File: src/hw/rtl/uer_pkg.sv
// Shared types, register codes and constants of the ultrasonic echo ranger.
package uer_pkg;

	// Register indexes of the configuration port.
	typedef enum logic [2:0] {
		REG_WINDOW    = 3'd0,
		REG_DEADBAND  = 3'd1,
		REG_MIN_EDGES = 3'd2,
		REG_EDGE_GAP  = 3'd3,
		REG_GAIN_DLY  = 3'd4,
		REG_BURST_CNT = 3'd5,
		REG_HALF_PER  = 3'd6
	} reg_idx_t;

	localparam int CFG_DATA_W = 20;
	localparam int IN_TDATA_W = 8;
	localparam int OUT_TDATA_W = 56;

	localparam logic [19:0] WINDOW_RST    = 20'd59000;
	localparam logic [19:0] DEADBAND_RST  = 20'd0;
	localparam logic [3:0]  MIN_EDGES_RST = 4'd5;
	localparam logic [11:0] EDGE_GAP_RST  = 12'd120;
	localparam logic [19:0] GAIN_DLY_RST  = 20'd2500;
	localparam logic [3:0]  BURST_CNT_RST = 4'd8;
	localparam logic [7:0]  HALF_PER_RST  = 8'd12;

	// mm per us of round trip, as a 16-bit fraction: 0.17 * 65536.
	localparam logic [13:0] RANGE_MULT = 14'd11141;
	localparam logic [17:0] RANGE_MAX  = 18'h3FFFF;
	localparam logic [3:0]  COUNT_MAX  = 4'd15;

	typedef struct packed {
		logic [19:0] window_us;
		logic [19:0] deadband_us;
		logic [3:0]  min_edges;
		logic [11:0] edge_gap_us;
		logic [19:0] high_gain_delay_us;
		logic [3:0]  burst_count;
		logic [7:0]  half_period_us;
	} cfg_t;

	typedef struct packed {
		logic [31:0] timestamp_us;
		logic        fresh;
		logic [17:0] distance_mm;
		logic        trigger_busy;
		logic        level_release;
		logic        gain_low;
		logic        tx_level;
	} res_t;

endpackage

File: src/hw/rtl/uer_cfg.sv
// Configuration register file of the echo ranger.
module uer_cfg
	import uer_pkg::*;
(
	input  logic                  clk,
	input  logic                  arst_n,
	input  logic                  wr_en,
	input  logic [2:0]            index,
	input  logic [CFG_DATA_W-1:0] data,
	output cfg_t                  cfg
);

	cfg_t cfg_q;

	always_ff @(posedge clk or negedge arst_n) begin
		if (!arst_n) begin
			cfg_q.window_us          <= WINDOW_RST;
			cfg_q.deadband_us        <= DEADBAND_RST;
			cfg_q.min_edges          <= MIN_EDGES_RST;
			cfg_q.edge_gap_us        <= EDGE_GAP_RST;
			cfg_q.high_gain_delay_us <= GAIN_DLY_RST;
			cfg_q.burst_count        <= BURST_CNT_RST;
			cfg_q.half_period_us     <= HALF_PER_RST;
		end else if (wr_en) begin
			unique case (index)
				REG_WINDOW:    cfg_q.window_us          <= data;
				REG_DEADBAND:  cfg_q.deadband_us        <= data;
				REG_MIN_EDGES: cfg_q.min_edges          <= data[3:0];
				REG_EDGE_GAP:  cfg_q.edge_gap_us        <= data[11:0];
				REG_GAIN_DLY:  cfg_q.high_gain_delay_us <= data;
				REG_BURST_CNT: cfg_q.burst_count        <= data[3:0];
				REG_HALF_PER:  cfg_q.half_period_us     <= data[7:0];
				default: ;
			endcase
		end
	end

	assign cfg = cfg_q;

endmodule

File: src/hw/rtl/uer_core.sv
// Per-tick measurement state and next-state logic of the echo ranger.
module uer_core
	import uer_pkg::*;
#(
	parameter int ELAPSED_WIDTH = 20,
	parameter int STAMP_WIDTH = 32
) (
	input  logic clk,
	input  logic arst_n,
	input  logic step,
	input  logic echo_edge,
	input  logic trigger_req,
	input  logic read_req,
	input  cfg_t cfg,
	output res_t res
);

	localparam int EW = ELAPSED_WIDTH;
	localparam int CW = (EW > 20) ? EW : 20;
	localparam int PW = EW + 14;

	logic [STAMP_WIDTH-1:0] time_now_q, send_stamp_q, stamp_nx;
	logic [EW-1:0]          elapsed_q, el_nx, train_q, train_nx;
	logic signed [EW:0]     last_edge_q, ledge_nx;
	logic                   confirmed_q, conf_nx, fresh_q, fresh_nx, gain_q, gain_nx;
	logic [3:0]             ecnt_q, ecnt_nx;
	logic [17:0]            range_q, range_nx;
	logic [4:0]             burst_q, burst_nx;
	logic [7:0]             phase_q, phase_nx, half_len;
	logic                   trig_ok, busy, fresh_o;
	logic [31:0]            stamp_o;
	logic signed [EW+1:0]   gap_diff;
	logic [PW-1:0]          prod;
	logic [EW-1:0]          el_inc;

	assign half_len = (cfg.half_period_us == 8'd0) ? 8'd1 : cfg.half_period_us;

	always_comb begin
		burst_nx = burst_q;
		phase_nx = phase_q;
		stamp_nx = send_stamp_q;
		el_nx = elapsed_q;
		conf_nx = confirmed_q;
		ecnt_nx = ecnt_q;
		train_nx = train_q;
		ledge_nx = last_edge_q;
		range_nx = range_q;
		fresh_nx = fresh_q;
		gain_nx = gain_q;
		busy = 1'b0;
		fresh_o = 1'b0;
		stamp_o = 32'd0;
		trig_ok = 1'b0;
		gap_diff = '0;
		prod = '0;

		// Burst advances first.
		if (burst_q != 5'd0) begin
			if (phase_q > 8'd1) begin
				phase_nx = phase_q - 8'd1;
			end else begin
				burst_nx = burst_q - 5'd1;
				phase_nx = (burst_nx != 5'd0) ? half_len : 8'd0;
			end
		end

		if (trigger_req) begin
			if (CW'(elapsed_q) < CW'(cfg.window_us)) begin
				busy = 1'b1;
			end else begin
				trig_ok = 1'b1;
				if (!confirmed_q) begin
					fresh_nx = 1'b1;
				end
				stamp_nx = time_now_q;
				el_nx = '0;
				conf_nx = 1'b0;
				ecnt_nx = 4'd0;
				train_nx = '0;
				ledge_nx = (EW+1)'(0) - (EW+1)'(cfg.edge_gap_us);
				range_nx = 18'd0;
				gain_nx = 1'b1;
				burst_nx = {cfg.burst_count, 1'b0};
				phase_nx = (burst_nx != 5'd0) ? half_len : 8'd0;
			end
		end

		if (CW'(el_nx) > CW'(cfg.high_gain_delay_us)) begin
			gain_nx = 1'b0;
		end

		if (echo_edge && !conf_nx && burst_nx == 5'd0
				&& CW'(el_nx) >= CW'(cfg.deadband_us)) begin
			gap_diff = $signed({2'b00, el_nx}) - $signed({ledge_nx[EW], ledge_nx});
			if (gap_diff > $signed((EW+2)'(cfg.edge_gap_us))) begin
				ecnt_nx = 4'd0;
				train_nx = el_nx;
			end else if (ecnt_nx < COUNT_MAX) begin
				ecnt_nx = ecnt_nx + 4'd1;
			end
			ledge_nx = $signed({1'b0, el_nx});
			if (ecnt_nx >= cfg.min_edges) begin
				prod = PW'(train_nx) * PW'(RANGE_MULT);
				fresh_nx = 1'b1;
				conf_nx = 1'b1;
				// The product over 2^16 can exceed the 18-bit range field.
				range_nx = ((prod >> 16) > PW'(RANGE_MAX)) ? RANGE_MAX : 18'(prod >> 16);
			end
		end

		if (read_req) begin
			fresh_o = fresh_nx;
			if (fresh_nx) begin
				stamp_o = 32'(stamp_nx);
			end
			fresh_nx = 1'b0;
		end
	end

	assign el_inc = (el_nx != {EW{1'b1}}) ? el_nx + EW'(1) : el_nx;

	always_ff @(posedge clk or negedge arst_n) begin
		if (!arst_n) begin
			time_now_q <= '0;
			send_stamp_q <= '0;
			elapsed_q <= '0;
			confirmed_q <= 1'b0;
			fresh_q <= 1'b0;
			ecnt_q <= 4'd0;
			train_q <= '0;
			last_edge_q <= (EW+1)'(0) - (EW+1)'(EDGE_GAP_RST);
			range_q <= 18'd0;
			burst_q <= 5'd0;
			phase_q <= 8'd0;
			gain_q <= 1'b0;
		end else if (step) begin
			time_now_q <= time_now_q + STAMP_WIDTH'(1);
			send_stamp_q <= stamp_nx;
			elapsed_q <= el_inc;
			confirmed_q <= conf_nx;
			fresh_q <= fresh_nx;
			ecnt_q <= ecnt_nx;
			train_q <= train_nx;
			last_edge_q <= ledge_nx;
			range_q <= range_nx;
			burst_q <= burst_nx;
			phase_q <= phase_nx;
			gain_q <= gain_nx;
		end
	end

	always_comb begin
		res.tx_level = (burst_nx != 5'd0) && !burst_nx[0];
		res.gain_low = gain_nx;
		res.level_release = (burst_nx == 5'd0);
		res.trigger_busy = busy;
		res.distance_mm = range_nx;
		res.fresh = fresh_o;
		res.timestamp_us = stamp_o;
	end

`ifndef ASSERT_OFF
	a_phase_live: assert property (@(posedge clk) disable iff (!arst_n)
		burst_q != 5'd0 |-> phase_q != 8'd0)
		else $error("burst running with an empty phase timer");
	a_burst_bound: assert property (@(posedge clk) disable iff (!arst_n)
		burst_q <= 5'd30)
		else $error("burst phase count out of range");
	a_trig_restart: assert property (@(posedge clk) disable iff (!arst_n)
		step && trig_ok |=> elapsed_q == EW'(1))
		else $error("accepted trigger did not restart the elapsed time");
	a_hold: assert property (@(posedge clk) disable iff (!arst_n)
		!step |=> $stable(elapsed_q) && $stable(time_now_q) && $stable(burst_q))
		else $error("state moved without a beat");
`endif

endmodule

File: src/hw/rtl/ultrasonic_echo_ranger.sv
// Top level of the ultrasonic echo ranger: input register, core and result register.
//
//   channel  | dir | width | beat
//   s_axis   | in  | 8     | one microsecond tick: echo_edge, trigger_req, read_req
//   m_axis   | out | 56    | one result per tick
//   cfg      | in  | 20    | register write, no handshake
//
// The state update runs as the beat moves from the input register into the result
// register, so one beat enters and one leaves per cycle while m_axis does not stall.
// Reset sets the registers to their documented defaults and the state to idle.
// A stall on m_axis holds the result register and the input register; s_axis
// keeps taking beats while the input register is free or draining.
module ultrasonic_echo_ranger
	import uer_pkg::*;
#(
	parameter int ELAPSED_WIDTH = 20,
	parameter int STAMP_WIDTH = 32
) (
	input  logic                   clk,
	input  logic                   arst_n,
	input  logic                   s_axis_tvalid,
	output logic                   s_axis_tready,
	// bit 0 echo_edge, bit 1 trigger_req, bit 2 read_req, bits 7:3 zero
	input  logic [IN_TDATA_W-1:0]  s_axis_tdata,
	output logic                   m_axis_tvalid,
	input  logic                   m_axis_tready,
	// tx_level, gain_low, level_release, trigger_busy, distance_mm[17:0],
	// fresh, timestamp_us[31:0], then one zero bit
	output logic [OUT_TDATA_W-1:0] m_axis_tdata,
	input  logic                   cfg_wr_en,
	input  logic [2:0]             cfg_index,
	input  logic [CFG_DATA_W-1:0]  cfg_data
);

	logic       in_valid_s1;
	logic [2:0] in_data_s1;
	logic       out_valid_q;
	res_t       out_q;
	res_t       res;
	cfg_t       cfg;
	logic       step;

	assign step = in_valid_s1 && (!out_valid_q || m_axis_tready);
	assign s_axis_tready = !in_valid_s1 || step;

	always_ff @(posedge clk or negedge arst_n) begin
		if (!arst_n) begin
			in_valid_s1 <= 1'b0;
			out_valid_q <= 1'b0;
		end else begin
			if (s_axis_tready) begin
				in_valid_s1 <= s_axis_tvalid;
			end
			if (step) begin
				out_valid_q <= 1'b1;
			end else if (m_axis_tready) begin
				out_valid_q <= 1'b0;
			end
		end
	end

	always_ff @(posedge clk) begin
		if (s_axis_tready && s_axis_tvalid) begin
			in_data_s1 <= s_axis_tdata[2:0];
		end
		if (step) begin
			out_q <= res;
		end
	end

	uer_cfg u_cfg (
		.clk    (clk),
		.arst_n (arst_n),
		.wr_en  (cfg_wr_en),
		.index  (cfg_index),
		.data   (cfg_data),
		.cfg    (cfg)
	);

	uer_core #(
		.ELAPSED_WIDTH (ELAPSED_WIDTH),
		.STAMP_WIDTH   (STAMP_WIDTH)
	) u_core (
		.clk         (clk),
		.arst_n      (arst_n),
		.step        (step),
		.echo_edge   (in_data_s1[0]),
		.trigger_req (in_data_s1[1]),
		.read_req    (in_data_s1[2]),
		.cfg         (cfg),
		.res         (res)
	);

	assign m_axis_tvalid = out_valid_q;
	assign m_axis_tdata = {1'b0, out_q};

endmodule

File: config.mk
export PLATFORM = sky130hd
export DESIGN_NAME = ultrasonic_echo_ranger
export DESIGN_NICKNAME = d
export VERILOG_FILES = /design/src/hw/rtl/uer_pkg.sv /design/src/hw/rtl/uer_cfg.sv /design/src/hw/rtl/uer_core.sv /design/src/hw/rtl/ultrasonic_echo_ranger.sv
export SDC_FILE = /design/constraint.sdc
export NUM_CORES = 1
export LEC_CHECK = 0
export BUFFER_PORTS_ARGS = -buffer_cell sky130_fd_sc_hd__buf_4
export CELL_PAD_IN_SITES_DETAIL_PLACEMENT = 0
export CELL_PAD_IN_SITES_GLOBAL_PLACEMENT = 2
export CORE_ASPECT_RATIO = 1.25
export CORE_MARGIN = 5
export CORE_UTILIZATION = 37
export CTS_BUF_LIST = sky130_fd_sc_hd__clkbuf_8
export CTS_CLUSTER_DIAMETER = 120
export DETAILED_ROUTE_END_ITERATION = 7
export PLACE_DENSITY_LB_ADDON = 0.05
export SKIP_CTS_REPAIR_TIMING = 1
export SLEW_MARGIN = 10
export SYNTH_ARGS = -nofsm -noshare
export SYNTH_HDL_FRONTEND = slang
export SYNTH_SLANG_ARGS = --single-unit
File: constraint.sdc
create_clock -name clk -period 11.6 [get_ports clk]
set_input_delay 2.9 -clock clk [delete_from_list [all_inputs] [get_ports clk]]
set_output_delay 2.9 -clock clk [all_outputs]
set_load 0.005 [all_outputs]
==> flow_summary.ini <==
[sta]
relSlewSlack = 0.249
min_period_ns = 11.69
setup_viol = 8
hold_violations = 0
worst_slack_ns = -0.0924
worst_slew_pin_slew_ns = 1.12
skew_ns = 0.0502
fin_tns_setup_ns = -0.413
rsz0062_at_grt = yes
min_period_over_period = 1.01
max_clock_freq_mhz = 85.5
drv_slew = 0
holdWs_ns = 0.455

[yosys]
yosys_warnings = 0
synth-seq-cells = 311
synth_cell_type_count = 98
synth_nets = 2788
syn_area_um2 = 22500
synth_top_area_cell = dfrtp_1
yosys-top-cells-area = dfrtp_1 (24%), ha_1 (12%), edfxtp_1 (7.7%), nand2_1 (6.9%), fa_1 (6.6%)
syn_avg_cell_area_um2 = 9.16
synth_top_flop_cell = dfrtp_1
async_reset_ff_frac = 0.814
ys_seq_area_frac = 0.361
syn_inst = 2456
synth-edff-count = 58
synth_top_area_frac = 0.239

[route]
via_count = 18317
drt_iter0_markers = 960
finalWirelength_um = 68000
route.detailed.drc = 0
detail-route-antenna-nets = 0
wire_per_inst_um = 18.9
viasPerCell = 5.09
drt_pass1_iterations = 7

[grt]
track_usage = 0.205
grt-ovfl-total = 0
grt_pass1_vias = 19079
grt_antenna_before_repair = 2
grt_pass1_wl_um = 107000
grt_max_degree = 154

[worst_setup_path]
slowest_delay_ns = 0.57
crit-reg2reg-launch = u_cfg.cfg[83]
end_kind = flip-flop
crit_fanout = 8
slowest_stage = fa_2
r2r_end = m_axis_tdata[19]
path_buf_inv = 8
critical-path-top-cell-by-count = nand2_4
cp.required_ns = 11.99
crit_path_start_kind = flip-flop
crit_type = flip-flop to flip-flop
worst-r2r-cell-count = 53
path_delay_family = adder cells
crit_arrival_ns = 12.09
ff2ff_setup_slack_ns = -0.09

[clock_network]
htreeDepth = 2
cts_sinks = 311
cts_tree = done
cts_buffers = 58
root_buffer = clkbuf_8
path_clk_slew_ns = 0.06
cts.path.max_buffers = 3
clk_latency_ns = 0.69

[place]
placed_cell_area_um2 = 25800
port_buffers = 87
dp_hpwl_um = 50000
gp_congestion = 0.895

[power_and_ir_drop]
power_density_nw_per_um2 = 219
p_leak_nw = 13.6
ir_drop_uv = 194

[layout]
fillerInstances = 5867
area_growth_pct = 24.1
drive_above_1_share = 0.250
multi_input_area_um2 = 13900
nets = 3108
design_area_um2 = 27900
regArea_um2 = 8120

[min_path]
hold_class = flip-flop to flip-flop
min_path_cells = 2
min-delay-start = u_core.last_edge_q[20]
hold-path-endpoint = u_core.last_edge_q[20]

[floorplan]
io_pins = 94
die_x_um = 231
rows = 101
initial_utilization = 0.372
fp.dieH_um = 286
design.core.area_um2 = 60500
die_area_um2 = 65900

[outcome]
violations = negative setup slack
status = finished with violations

[job]
cap_violations = 0
[through the flow]
| step | utilization | power (mW) | std cells | setup slack (ns) |
|---|---|---|---|---|
| after floorplan | - | 3.69 | 2456 | 0.000738 |
| after global placement | 0.426 | 4.70 | 3465 | -0.742 |
| after detailed placement | 0.426 | 4.75 | 3465 | -0.691 |
| after CTS | 0.445 | 5.86 | 3574 | -0.797 |
| after global routing | 0.461 | 6.79 | 3598 | -0.643 |
| final | 0.461 | 6.12 | 3598 | -0.0924 |
[layout make-up]
type	instances	area share
Inverter	250	0.0337
Multi-Input combinational cell	1786	0.497
Timing Repair Buffer	369	0.102
Antenna cell	1	0.0000896
Sequential cell	311	0.291
Tap cell	772	0.0346
Clock inverter	44	0.00954
Clock buffer	65	0.0320
[power by group]
group          leakage, nW  switching (mW)  internal [mW]
Sequential            3.80          0.0869           1.24
Clock                0.699           0.513          0.562
Combinational         9.11            1.94           1.78
Total                 13.6            2.54           3.58
[state kept, by name (all words and copies together) (netlist names), 18 cells and up]
register / count
m_axis_tdata: 55
u_core.elapsed_q: 20
u_cfg.cfg: 88
u_core.train_q: 20
u_core.last_edge_q: 21
u_core.send_stamp_q: 32
u_core.range_q: 18
u_core.time_now_q: 32
[Yosys cell counts, drive strengths merged (47+ instances only)]
library cell	count
nand3	53
inv	250
nand2	412
dfrtp	215
nor2	133
fa	74
clkbuf	75
o21ai	175
mux2	61
xnor2	68
ha	222
edfxtp	58
mux2i	47
a21oi	132
[worst max path at each step]
stage	startpoint	to	slack [ns]	cells after the start
2_1_floorplan	u_cfg.cfg[83]	m_axis_tdata[19]	0.0007	53
3_3_place_gp	u_cfg.cfg[73]	m_axis_tdata[21]	-0.74	53
3_5_place_dp	u_cfg.cfg[83]	m_axis_tdata[21]	-0.69	54
4_1_cts	u_cfg.cfg[83]	m_axis_tdata[21]	-0.80	55
5_1_grt	u_cfg.cfg[83]	m_axis_tdata[19]	-0.64	55
6_report	u_cfg.cfg[83]	m_axis_tdata[19]	-0.09	53
[routing by layer]
layer	up-vias	part of all wire	track usage
li1	9059	-	-
met1	8821	0.42	0.249
met2	331	0.51	0.374
met3	106	0.035	0.0279
met4	0	0.034	0.0650
met5	-	0	0
[placed cells by master, fill, tap and decap left out, drive strengths merged, types with 20 or more instances in the layout]
master  instances
a21o           29
a21oi         132
and3           20
buf           369
clkbuf         65
dfrtp         215
dfstp          38
edfxtp         58
fa             74
ha            222
inv           281
mux2           61
mux2i          47
nand2         412
nand2b         28
nand3          53
nand4          31
nor2          133
nor2b          20
nor3           27
o21ai         175
xnor2          68
xor2           23
[worst min-delay path, stage by stage, from the launching register on]
cell and delay (ns):
dfstp_2 0.37, nand2_1 0.05, nand2_1 0.04
[cell families (layout without fill, tap and decap cells)]
| family | Yosys count | after routing | share of synthesized area |
|---|---|---|---|
| simple gates | 807 | 807 | 0.164 |
| fa+ha+maj | 298 | 298 | 0.190 |
| xor+xnor | 91 | 91 | 0.0354 |
| mux | 108 | 108 | 0.0516 |
| buf+inv | 359 | 728 | 0.0629 |
| other cells | 1 | 2 | 0.000167 |
| flops | 311 | 311 | 0.361 |
| compound gates | 481 | 481 | 0.135 |
Power figures use the tool's default switching activity.
